### src/hw/rtl/cpbi_pkg.sv
`timescale 1ns / 1ps
// ----------------------------------------------------------------------------
// cpbi_pkg
// Shared types and constants of the character position bitmap index.
// ----------------------------------------------------------------------------
package cpbi_pkg;

  // Item operation codes. Code 3 has no meaning and is ignored.
  typedef enum logic [1:0] {
    OP_CLEAR  = 2'd0,
    OP_INSERT = 2'd1,
    OP_QUERY  = 2'd2
  } op_e;

  // Controller states.
  typedef enum logic [1:0] {
    ST_CLEAR  = 2'd0,
    ST_IDLE   = 2'd1,
    ST_ACCESS = 2'd2
  } state_e;

  // One 32-byte slot of the bitmap is one memory row, one bit per char code.
  localparam int SLOT_BYTES = 32;
  localparam int ROW_BITS   = SLOT_BYTES * 8;
  localparam int REGION_CAP = 64;
  localparam logic [7:0] CODE_EMPTY = 8'd1;

  // Controller to datapath commands.
  typedef struct packed {
    logic capture;    // latch the item and start the row read
    logic clr_start;  // restart the clearing sweep
    logic clr_step;   // zero one row of the sweep
    logic access;     // finish the insert or query on the row read
  } cmd_t;

  // Datapath to controller status.
  typedef struct packed {
    logic clr_last;     // the sweep is at its final row
    logic query_last;   // held item is a query ending its string
    logic out_blocked;  // output register is full and stalled
  } sts_t;

endpackage

### src/hw/rtl/cpbi_ctrl.sv
`timescale 1ns / 1ps
// ----------------------------------------------------------------------------
// cpbi_ctrl
// Sequencer: clearing sweep, item acceptance and the row access step.
// ----------------------------------------------------------------------------
module cpbi_ctrl (
  input  logic            clk_i,
  input  logic            rst_ni,
  input  logic            in_valid_i,
  input  logic [1:0]      op_i,
  output logic            in_stall_o,
  input  cpbi_pkg::sts_t  sts_i,
  output cpbi_pkg::cmd_t  cmd_o
);
  import cpbi_pkg::*;

  state_e state_q, state_d;

  always_ff @(posedge clk_i or negedge rst_ni) begin
    if (!rst_ni) begin
      state_q <= ST_CLEAR;
    end else begin
      state_q <= state_d;
    end
  end

  always_comb begin
    state_d    = state_q;
    cmd_o      = '0;
    in_stall_o = 1'b1;
    unique case (state_q)
      ST_CLEAR: begin
        cmd_o.clr_step = 1'b1;
        if (sts_i.clr_last) begin
          state_d = ST_IDLE;
        end
      end
      ST_IDLE: begin
        in_stall_o = 1'b0;
        if (in_valid_i) begin
          cmd_o.capture = 1'b1;
          unique case (op_i)
            OP_CLEAR: begin
              cmd_o.clr_start = 1'b1;
              state_d         = ST_CLEAR;
            end
            OP_INSERT, OP_QUERY: begin
              state_d = ST_ACCESS;
            end
            default: begin
              state_d = ST_IDLE;
            end
          endcase
        end
      end
      ST_ACCESS: begin
        // A query result waits here until the output register can take it.
        if (!(sts_i.query_last && sts_i.out_blocked)) begin
          cmd_o.access = 1'b1;
          state_d      = ST_IDLE;
        end
      end
      default: begin
        state_d = ST_CLEAR;
      end
    endcase
  end

endmodule

### config.mk
export PLATFORM = sky130hd
export DESIGN_NAME = cpbi_ctrl
export DESIGN_NICKNAME = d
export VERILOG_FILES = /design/src/hw/rtl/cpbi_pkg.sv /design/src/hw/rtl/cpbi_ctrl.sv
export SDC_FILE = /design/constraint.sdc
export NUM_CORES = 1
export LEC_CHECK = 0
export BUFFER_PORTS_ARGS = -buffer_cell sky130_fd_sc_hd__buf_2
export CELL_PAD_IN_SITES_DETAIL_PLACEMENT = 2
export CELL_PAD_IN_SITES_GLOBAL_PLACEMENT = 2
export CORE_AREA = 2 2 39 41
export CTS_CLUSTER_DIAMETER = 60
export DETAILED_ROUTE_END_ITERATION = 12
export DIE_AREA = 0 0 41 43
export GPL_ROUTABILITY_DRIVEN = 0
export PLACE_DENSITY_LB_ADDON = 0.1
export SLEW_MARGIN = 15
export SYNTH_ARGS = -nofsm -noshare
export SYNTH_HDL_FRONTEND = slang
export SYNTH_SLANG_ARGS = --single-unit
export TNS_END_PERCENT = 1
### constraint.sdc
create_clock -name clk_i -period 1.25 [get_ports clk_i]
set_clock_uncertainty 0.15 [all_clocks]
set_input_delay 0.125 -clock clk_i [delete_from_list [all_inputs] [get_ports clk_i]]
set_output_delay 0.125 -clock clk_i [all_outputs]
set_load 0.005 [all_outputs]
# ---- Yosys cells after proc, flatten, opt, wreduce, memory -nomap -nowiden
# Cells that the tools add are included.
dict set report word_totals {
  input_bits 8
  wordCells 25
  out_inout_bits 5
  register_bits 2
}
dict set report op_classes {
  muxes 12
  n_eq_ne 7
  n_reduce_logical 5
}
# op n
set ops {}
lappend ops {{2-bit two-way mux} 5}
lappend ops {{2-bit inequality test, second input constant} 3}
lappend ops {{2-bit case mux with 3 select lines} 1}
lappend ops {{1-bit two-way mux} 5}
lappend ops {{2-bit by 1-bit == test with 1-bit output, second input constant} 2}
lappend ops {{2-bit == test, second input constant} 2}
lappend ops {{2-bit logical NOT} 2}
lappend ops {{2-bit case mux with 2 select lines} 1}
lappend ops {{3-bit AND reduction} 1}
lappend ops {{2-bit OR reduction} 1}
lappend ops {{1-bit logical AND} 1}

# ---- Depth between registers and ports, before layout
# Gate-level depths: netlist (run 1).
dict set report depth {
  word_depth 5
  mapped_depth 3
  ltp_nobuf 3
}

# ---- Least setup slack after synthesis (run 1)
# No wires, ideal clock.
dict set report synth_timing {
  path_kind {register to output}
  startpoint {reg state_q[1]}
  endpoint {out cmd_o[2] (netlist bit)}
  path_buffers 0
  t_arrival_ns 0.792
  path_stages_with_launch 3
  setup_slack_ns 0.183
  required_time_ns 0.975
  cell_sequence {dfrtp_1 and3b_1 and2_1}
}
# element line
set synth_lines {}
lappend synth_lines {{start: declaration} cpbi_ctrl.sv:17} ;# state_e state_q, state_d;
lappend synth_lines {{start signal: assignment} cpbi_ctrl.sv:23} ;# state_q <= state_d;
lappend synth_lines {{end: declaration} cpbi_ctrl.sv:13} ;# output cpbi_pkg::cmd_t cmd_o

==> reports/results.md, run 1 <==
## STA
• -117 ps — final worst-path setup slack
• 0 — number of endpoints with negative hold slack in the final report
• 0 — final slew viol count
• -307 ps — accumulated negative setup slack
• 37.8 ps — worst hold slack
• true — RSZ-0062 raised after global routing
• 109% — period utilisation layout
• 732 MHz — Fmax
• 194 ps — Worst Max-Slew Pin Slew
• 4 — number of failing setup endpoints in the final timing report
• 87.1% — remaining max-slew budget at the tightest pin
• 1370 ps — shortest period the worst path allows

## Yosys
• 9.18 um2 — synthesized area per cell
• 0 — number of synthesis warnings
• 28 — number of nets produced by synthesis
• 10 — Cell variety after synth
• 30.3% — proportion of synthesized chip area in sequential cells
• 2 — flops & latches, synth
• 18 — number of cells produced by synthesis
• 165 um2 — netlist area before placement

## Placed design
• 253 um2 — placed inst area
• 72.1 ps — pre-CTS setup slack
• 416 um — half-perimeter wire length after placement
• 47 — placed cell count
• 12 — count of buffers inserted at the top-level ports

## Clocking
• 3 — total clock buffers created by CTS
• clkbuf_4 — master cell of the clock root buffer
• 2 — clk sink count
• 2 — clock buffer depth
• 220 ps — clock latency of the later-clocked register in the worst-skew pair
• 1 — H-tree depth
• 30 ps — clock-pin slew on the worst setup and hold paths
• built — clock tree from TritonCTS

## Power and ir drop
• 0.000194 V — VDD IR max
• 0.180 nW — static leakage
• 0.501 mW — total power
• 1560 mW/mm2 — P per Cell Area

## Route
• 3.67 — detailed-route vias per instance
• 2 — detailed-routing iteration count for the pre-antenna-repair pass
• 1 — number of DRC violations after detailed-routing iteration 0
• 0 — antenna violation net count after detailed routing
• 198 — vias after detailed routing
• 0 — number of remaining DRC errors
• 9.50 um — drt wl/cell
• 513 um — final routed wirelength across all metal layers

## Layout
• 54 — non-filler cells in the finished layout
• 322 um2 — Post-Layout Inst Area
• 0 — antenna cells
• 50 — final-stage net count
• 94.7% — synth-to-layout area growth
• 57.9% — layout cell share with drive strength beyond 1
• 2 — flip-flop count of the largest register after layout
• state_q x2 — largest registers
• 173 — Filler cells
• state_q — register with the most flip-flops
• 23.2% — final core utilization

## Setup path
• 4 — number of cells on the worst reg-to-reg path
• 1090 ps — CP Data Arrival Time
• state_q[1] — worst reg2reg path endpoint
• 410 ps — peak per-stage delay on the critical path
• state_q[0] — beginning of the worst register-to-register path
• flip-flop to output pin — worst setup path class
• output pin — crit path capture type
• dfrtp_1 — slowest CP cell
• flip-flop — launching element type of the critical path
• 5 — Critical Path Fanout Max
• 980 ps — data required time at the worst endpoint
• -10 ps — FF-to-FF setup slack
• and3b_2 > and2_1 > buf_2 — ordered list of cells on the worst path

## Min path
• 3 — Hold Path Depth
• sts_i[0] — worst hold start
• state_q[1] — Worst Hold Path EP
• primary input to flip-flop — class of the worst hold path

## Floorplanning
• 43 um — Die Y
• 11.9% — starting utilization of the core area
• 13 — I/O Pins
• 14 — row cnt
• 0.00138 mm2 — core region area
• 41 um — die span in x
• 0.00176 mm2 — floorplan die area

## GRT
• 972 um — global-route wire length before repair
• 6 — maximum number of pins on one net before global-route repair
• 229 — number of global-route vias before repair
• 8.32% — GRT Overall Usage
• 0 — grt ovf
• 0 — antenna violations before repair

## Run status
• negative setup slack — violated checks
• complete, but fails checks — result of the run

## Run
• 0 — max-capacitance violation count

-- what timing repair did --
| action | CTS | global route |
|---|---|---|
| setup endpoints to repair | 4 | 6 |
| cloned | 0 | 0 |
| pin swaps | 2 | 1 |
| setup buffers | 3 | 0 |
| hold endpoints to repair | 2 | 0 |
| hold buffers | 1 | 0 |
| gates resized for setup | 2 | 2 |
-- how the worst max path moves through the flow --
stage | startpoint | end | slack (ps) | cells past startpoint
global route | state_q[0] | cmd_o[3] | -150 | 3
floorplan | state_q[1] | cmd_o[2] | 180 | 2
global placement | state_q[0] | cmd_o[2] | 100 | 3
detailed placement | state_q[0] | cmd_o[2] | 70 | 3
CTS | state_q[0] | cmd_o[2] | -150 | 3
finish | state_q[0] | cmd_o[2] | -120 | 3
-- Yosys cell counts --
| master | instances | area share (%) |
|---|---|---|
| nor2_1 | 3 | 6.8 |
| and2_1 | 2 | 7.6 |
| and3b_1 | 2 | 11 |
| dfrtp_1 | 2 | 30 |
| ha_1 | 2 | 15 |
| inv_1 | 2 | 4.5 |
| nand2b_1 | 2 | 7.6 |
| nand2_1 | 1 | 2.3 |
| o2bb2ai_1 | 1 | 5.3 |
| o32ai_2 | 1 | 9.9 |
-- kinds of logic (layout without fill, tap and decap cells) --
kind of cell,count (synthesis),in the layout,synth area share [%]
AO/OA/AOI/OAI,2,2,15.2
adder cells (fa/ha/maj),2,2,15.1
buffers and inverters,2,22,4.55
flip-flops,2,2,30.3
AND/OR/NAND/NOR,10,10,34.8
-- layout by cell type (no fill, tap or decap) --
| master | synthesis | final |
|---|---|---|
| o32ai_2 | 1 | 1 |
| buf_6 | 0 | 2 |
| clkbuf_4 | 0 | 3 |
| and2_1 | 2 | 2 |
| nand2b_1 | 2 | 2 |
| buf_2 | 0 | 11 |
| nor2_2 | 0 | 1 |
| ha_1 | 2 | 2 |
| dfrtp_1 | 2 | 2 |
| nor2_1 | 3 | 2 |
| buf_4 | 0 | 3 |
| inv_1 | 2 | 2 |
| nand2_1 | 1 | 1 |
| dlygate4sd3_1 | 0 | 1 |
| o2bb2ai_1 | 1 | 1 |
| and3b_1 | 2 | 1 |
| and3b_2 | 0 | 1 |
-- layout make-up --
| class | instances | area (um2) | share of cell area [%] |
|---|---|---|---|
| multi-input combinational | 14 | 111 | 34.6 |
| timing repair buffer | 17 | 110 | 34.2 |
| sequential | 2 | 50.0 | 15.6 |
| clock buffer | 3 | 22.5 | 7.00 |
| tap | 16 | 20.0 | 6.23 |
| inverter | 2 | 7.51 | 2.33 |
-- metal layers --
layer	global-route usage, %	routed length (um)	vias to the layer above
met5	0	0	-
met4	6.00	0	0
met3	2.62	43	0
met2	13.1	273	7
met1	8.63	197	91
li1	-	-	100
-- critical path: cells and delay by family, from the launching register on --
family | cells | cell delay (ps)
DFF | 1 | 410
buffers and inverters | 1 | 120
and+or+nand+nor | 2 | 350
-- power breakdown --
part	switching (mW)	internal, mW	total [mW]
registers	0.0239	0.0874	0.111
logic	0.0919	0.159	0.251
clock network	0.0334	0.106	0.139
Note: power is estimated with default switching activity, not from simulation.
==> run 2, diff against run 1 <==
==> constraint.sdc (replaced) <==
create_clock -name clk_i -period 1.25 [get_ports clk_i]
set_clock_uncertainty 0.15 [all_clocks]
set_input_delay 0.3125 -clock clk_i [delete_from_list [all_inputs] [get_ports clk_i]]
set_output_delay 0.3125 -clock clk_i [all_outputs]
set_load 0.005 [all_outputs]
==> reports/results.md, run 2 (synthesis gave the netlist of run 1 again) <==
## Run status
• negative setup slack — violated checks
• complete, but fails checks — result of the run

## STA
• 1560 ps — shortest period the worst path allows, +189 ps
• 643 MHz — Fmax, -12%
• true — RSZ-0062 raised after global routing
• 186 ps — Worst Max-Slew Pin Slew, -8.39 ps
• 0 — number of endpoints with negative hold slack in the final report, unchanged
• 124% — period utilisation layout, +15 points
• 87.6% — remaining max-slew budget at the tightest pin, +0.56 points
• 5 — number of failing setup endpoints in the final timing report, +1
• -1040 ps — accumulated negative setup slack, -737 ps
• 0 — final slew viol count, unchanged
• -306 ps — final worst-path setup slack, -189 ps

## Layout
• 66.7% — layout cell share with drive strength beyond 1, +8.8 points
• 50.0 um2 — storage element area, unchanged
• 120 um2 — total area of multi-input combinational cells, +7.9%
• 2 — flip-flop count of the largest register after layout, unchanged
• 54 — final-stage net count, +8.0%
• 58 — non-filler cells in the finished layout, +7.4%
• buf_2, buf_4, clkbuf_4 — most used cells in the layout excluding fill and tap cells
• 0 — antenna cells, unchanged
• state_q x2 — largest registers
• buf_2 — most common cell after layout, fill and taps aside
• 360 um2 — Post-Layout Inst Area, +12%
• state_q — register with the most flip-flops
• 165 — Filler cells, -4.6%
• 118% — synth-to-layout area growth

## Power and ir drop
• 0.201 nW — static leakage, +12%
• 0.000368 V — VDD IR max, +90%
• 0.527 mW — total power, +5.1%
• 1460 mW/mm2 — P per Cell Area, -6.2%

## Clocking
• 230 ps — clock latency of the later-clocked register in the worst-skew pair, about the same
• 2 — clock buffer depth, unchanged
• 2 — clk sink count, unchanged
• 30 ps — clock-pin slew on the worst setup and hold paths, about the same
• 1 — H-tree depth, unchanged
• 3 — total clock buffers created by CTS, unchanged
• clkbuf_4 — master cell of the clock root buffer
• built — clock tree from TritonCTS

## Route
• 0 — antenna violation net count after detailed routing, unchanged
• 604 um — final routed wirelength across all metal layers, +18%
• 1 — number of DRC violations after detailed-routing iteration 0, unchanged
• 0 — number of remaining DRC errors, unchanged
• 10.4 um — drt wl/cell, +9.6%
• 2 — detailed-routing iteration count for the pre-antenna-repair pass, unchanged
• 3.69 — detailed-route vias per instance, +0.63%
• 214 — vias after detailed routing, +8.1%

## Floorplanning
• 14 — row cnt, unchanged
• 0.00138 mm2 — core region area, unchanged
• 0.00176 mm2 — floorplan die area, unchanged
• 41 um — die span in x, unchanged
• 11.9% — starting utilization of the core area, unchanged
• 43 um — Die Y, unchanged
• 13 — I/O Pins, unchanged

## Placed design
• 298 um2 — placed inst area, +18%
• 492 um — half-perimeter wire length after placement, +18%
• -107 ps — pre-CTS setup slack, -179 ps
• 12 — count of buffers inserted at the top-level ports, unchanged
• 53 — placed cell count, +13%

## Setup path
• flip-flop to output pin — worst setup path class
• 3 — Critical Path Fanout Max, -2
• 790 ps — data required time at the worst endpoint, -190 ps
• output pin — crit path capture type
• flip-flop — launching element type of the critical path
• 1090 ps — CP Data Arrival Time, about the same
• 4 — number of cells on the worst reg-to-reg path, unchanged

## GRT
• 5 — maximum number of pins on one net before global-route repair, -1
• 247 — number of global-route vias before repair, +7.9%
• 1030 um — global-route wire length before repair, +5.8%
• 8.93% — GRT Overall Usage, +0.61 points
• 0 — antenna violations before repair, unchanged
• 0 — grt ovf, unchanged

## Run
• 0 — max-capacitance violation count, unchanged

## Min path
• primary input to flip-flop — class of the worst hold path
• 3 — Hold Path Depth, unchanged

[run 2: cell types whose count changed in the layout (fill, tap and decap cells not counted), sizes merged]
cell	change
buf	+4
[run 2: repair_timing]
item | CTS | global route
endpoints found under the hold margin | 2 | 0
hold buffers | 1 | 0
setup buffers | 0 | 1
endpoints found under the setup margin | 5 | 5
pin swaps | 0 | 1
resized for setup | 1 | 5
[run 2: per-stage QoR]
| step | hold WS [ps] | util [%] |
|---|---|---|
| floorplan | -133 | - |
| detailed placement | -51.5 | 21.5 |
| finish | 210 | 26.0 |
| CTS | 201 | 24.0 |
| global route | 218 | 26.0 |
| global placement | -52.6 | 21.5 |
[run 2: path summary, 6_finish.rpt]
| kind | endpoint | start | slack (ps) |
|---|---|---|---|
| min in group asynchronous | state_q[0] | rst_ni | 250 |
| worst max register to register | state_q[1] | state_q[0] | 10 |
| worst min-delay path | state_q[1] | sts_i[0] | 210 |
| worst min register to register | state_q[0] | state_q[1] | 430 |
| max in group asynchronous | state_q[1] | rst_ni | 610 |
| worst max-delay path | cmd_o[2] | state_q[1] | -310 |
[run 2: cell type report]
| class | instances | share of cell area [%] |
|---|---|---|
| inverters | 2 | 2.08 |
| well taps | 16 | 5.56 |
| multi-input cells | 14 | 33.3 |
| clock buffers | 3 | 6.25 |
| repair buffers | 21 | 38.9 |
| flip-flops and latches | 2 | 13.9 |
[run 2: metal layers]
layer	track usage [%]	routed length, um
met1	9.29	214
met5	0	0
met3	7.33	71
met4	2.00	0
met2	13.4	318
[run 2: worst max-delay path, stage by stage (launching register included)]
cell     delay, ps
dfrtp_1        370
and3b_2        270
and2_4         140
buf_6           80
[run 2: report_power, final]
part | total (mW) | switching, mW | internal (mW)
clock | 0.147 | 0.0406 | 0.106
combinational | 0.278 | 0.108 | 0.170
sequential | 0.102 | 0.0146 | 0.0874
==> run 3, diff against run 2 <==
- SETUP_SLACK_MARGIN: unset -> 0.2
- TNS_END_PERCENT: 1 -> unset
==> reports/results.md, run 3 (synthesis gave the netlist of run 1 again) <==
## Floorplanning
• 43 um — Die Y, unchanged
• 41 um — die span in x, unchanged
• 14 — row cnt, unchanged
• 13 — I/O Pins, unchanged
• 0.00176 mm2 — floorplan die area, unchanged
• 11.9% — starting utilization of the core area, unchanged
• 0.00138 mm2 — core region area, unchanged

## STA
• 1560 ps — shortest period the worst path allows, +7.84 ps
• 125% — period utilisation layout, +0.63 points
• 189 ps — Worst Max-Slew Pin Slew, +3.28 ps
• true — RSZ-0062 raised after global routing
• 0 — number of endpoints with negative hold slack in the final report, unchanged
• -1660 ps — accumulated negative setup slack, -617 ps
• 213 ps — worst hold slack, +3.08 ps
• 0 — final slew viol count, unchanged
• 6 — number of failing setup endpoints in the final timing report, +1
• 87.4% — remaining max-slew budget at the tightest pin, -0.22 points
• 639 MHz — Fmax, -0.50%
• -314 ps — final worst-path setup slack, -7.84 ps

## Route
• 251 — vias after detailed routing, +17%
• 11.5 um — drt wl/cell, +10%
• 4 — detailed-routing iteration count for the pre-antenna-repair pass, +2
• 724 um — final routed wirelength across all metal layers, +20%
• 0 — number of remaining DRC errors, unchanged
• 3.98 — detailed-route vias per instance, +8.0%
• 0 — antenna violation net count after detailed routing, unchanged
• 1 — number of DRC violations after detailed-routing iteration 0, unchanged

## Setup path
• state_q[0] — beginning of the worst register-to-register path
• flip-flop — launching element type of the critical path
• output pin — crit path capture type
• -290 ps — FF-to-FF setup slack, -300 ps
• 790 ps — data required time at the worst endpoint, about the same
• state_q[0] — launching instance or port of the critical path
• flip-flop to output pin — worst setup path class
• 1100 ps — CP Data Arrival Time, about the same
• 3 — Critical Path Fanout Max, unchanged

## Layout
• 72.3% — layout cell share with drive strength beyond 1, +5.7 points
• 0 — antenna cells, unchanged
• 2 — flip-flop count of the largest register after layout, unchanged
• buf_2, buf_4, buf_6 — most used cells in the layout excluding fill and tap cells
• 59 — final-stage net count, +9.3%
• 151% — synth-to-layout area growth
• state_q — register with the most flip-flops
• 162 — Filler cells, -1.8%
• state_q x2 — largest registers
• 63 — non-filler cells in the finished layout, +8.6%

## Clocking
• 3 — total clock buffers created by CTS, unchanged
• 1 — H-tree depth, unchanged
• 2 — clk sink count, unchanged
• 30 ps — clock-pin slew on the worst setup and hold paths, about the same
• clkbuf_4 — master cell of the clock root buffer
• built — clock tree from TritonCTS
• 2 — clock buffer depth, unchanged
• 230 ps — clock latency of the later-clocked register in the worst-skew pair, about the same

## GRT
• 297 — number of global-route vias before repair, +20%
• 5 — maximum number of pins on one net before global-route repair, unchanged
• 11.7% — GRT Overall Usage, +2.8 points
• 0 — antenna violations before repair, unchanged
• 1230 um — global-route wire length before repair, +19%
• 0 — grt ovf, unchanged

## Min path
• primary input to flip-flop — class of the worst hold path
• sts_i[0] — worst hold start

## Run
• 0 — max-capacitance violation count, unchanged

## Placed design
• 12 — count of buffers inserted at the top-level ports, unchanged
• 491 um — half-perimeter wire length after placement, -0.24%
• 53 — placed cell count, unchanged

## Run status
• negative setup slack — violated checks
• complete, but fails checks — result of the run

## Power and ir drop
• 0.230 nW — static leakage, +14%
• 0.000396 V — VDD IR max, +7.6%
• 1540 mW/mm2 — P per Cell Area, +5.0%

-- run 3: cell count changes in the layout (fill, tap and decap cells not counted), sizes merged --
cell / change
buf: +5
-- run 3: final cells by class --
| cell class | instances | area [um2] | share of cell area, % |
|---|---|---|---|
| clock buffers | 3 | 22.5 | 5.44 |
| multi-input cells | 14 | 123 | 29.6 |
| repair buffers | 26 | 191 | 46.2 |
| inverters | 2 | 7.51 | 1.81 |
| well taps | 16 | 20.0 | 4.83 |
| flip-flops and latches | 2 | 50.0 | 12.1 |
-- run 3: per-stage QoR --
step           setup WS [ps]  power, mW  area (um2)  util [%]
6_report                -314      0.636         414      29.9
4_1_cts                 -317      0.611         392      28.3
3_5_place_dp            -109      0.344         298      21.5
5_1_grt                 -359      0.696         414      29.9
3_3_place_gp           -85.5      0.336         298      21.5
2_1_floorplan          -2.50      0.198         165         -
-- run 3: worst max-delay path, stage by stage, from the launching register on --
cell and delay (ps):
dfrtp_1 390, and3b_2 230, and2_4 160, buf_6 100
-- run 3: per-layer routing --
metal	part of all wire [%]	vias up	wire [um]	track usage (%)
li1	-	119	-	-
met1	31	121	225	9.62
met2	60	9	432	18.4
met3	5.8	2	42	3.66
met4	3.3	0	24	14.0
met5	0	-	0	0
-- run 3: what timing repair did --
action	4_1_cts	5_1_grt
buffers inserted	5	1
hold buffers	1	0
endpoints found under the hold margin	2	0
gates resized for setup	7	3
setup endpoints to repair	7	7
gates cloned	0	0
pin swaps	1	4
-- run 3: final timing paths --
path	end	cells after the start
worst max-delay path	cmd_o[2]	3
worst min-delay path	state_q[1]	3
worst max register to register	state_q[1]	7
worst min register to register	state_q[0]	2
max in group asynchronous	state_q[0]	2
min in group asynchronous	state_q[1]	2
-- run 3: power breakdown --
part | internal [mW] | leakage, nW | total [mW] | switching, mW
Clock | 0.106 | 0.0138 | 0.143 | 0.0372
Sequential | 0.0874 | 0.0248 | 0.103 | 0.0159
Combinational | 0.256 | 0.191 | 0.389 | 0.133
Total | 0.449 | 0.230 | 0.636 | 0.186
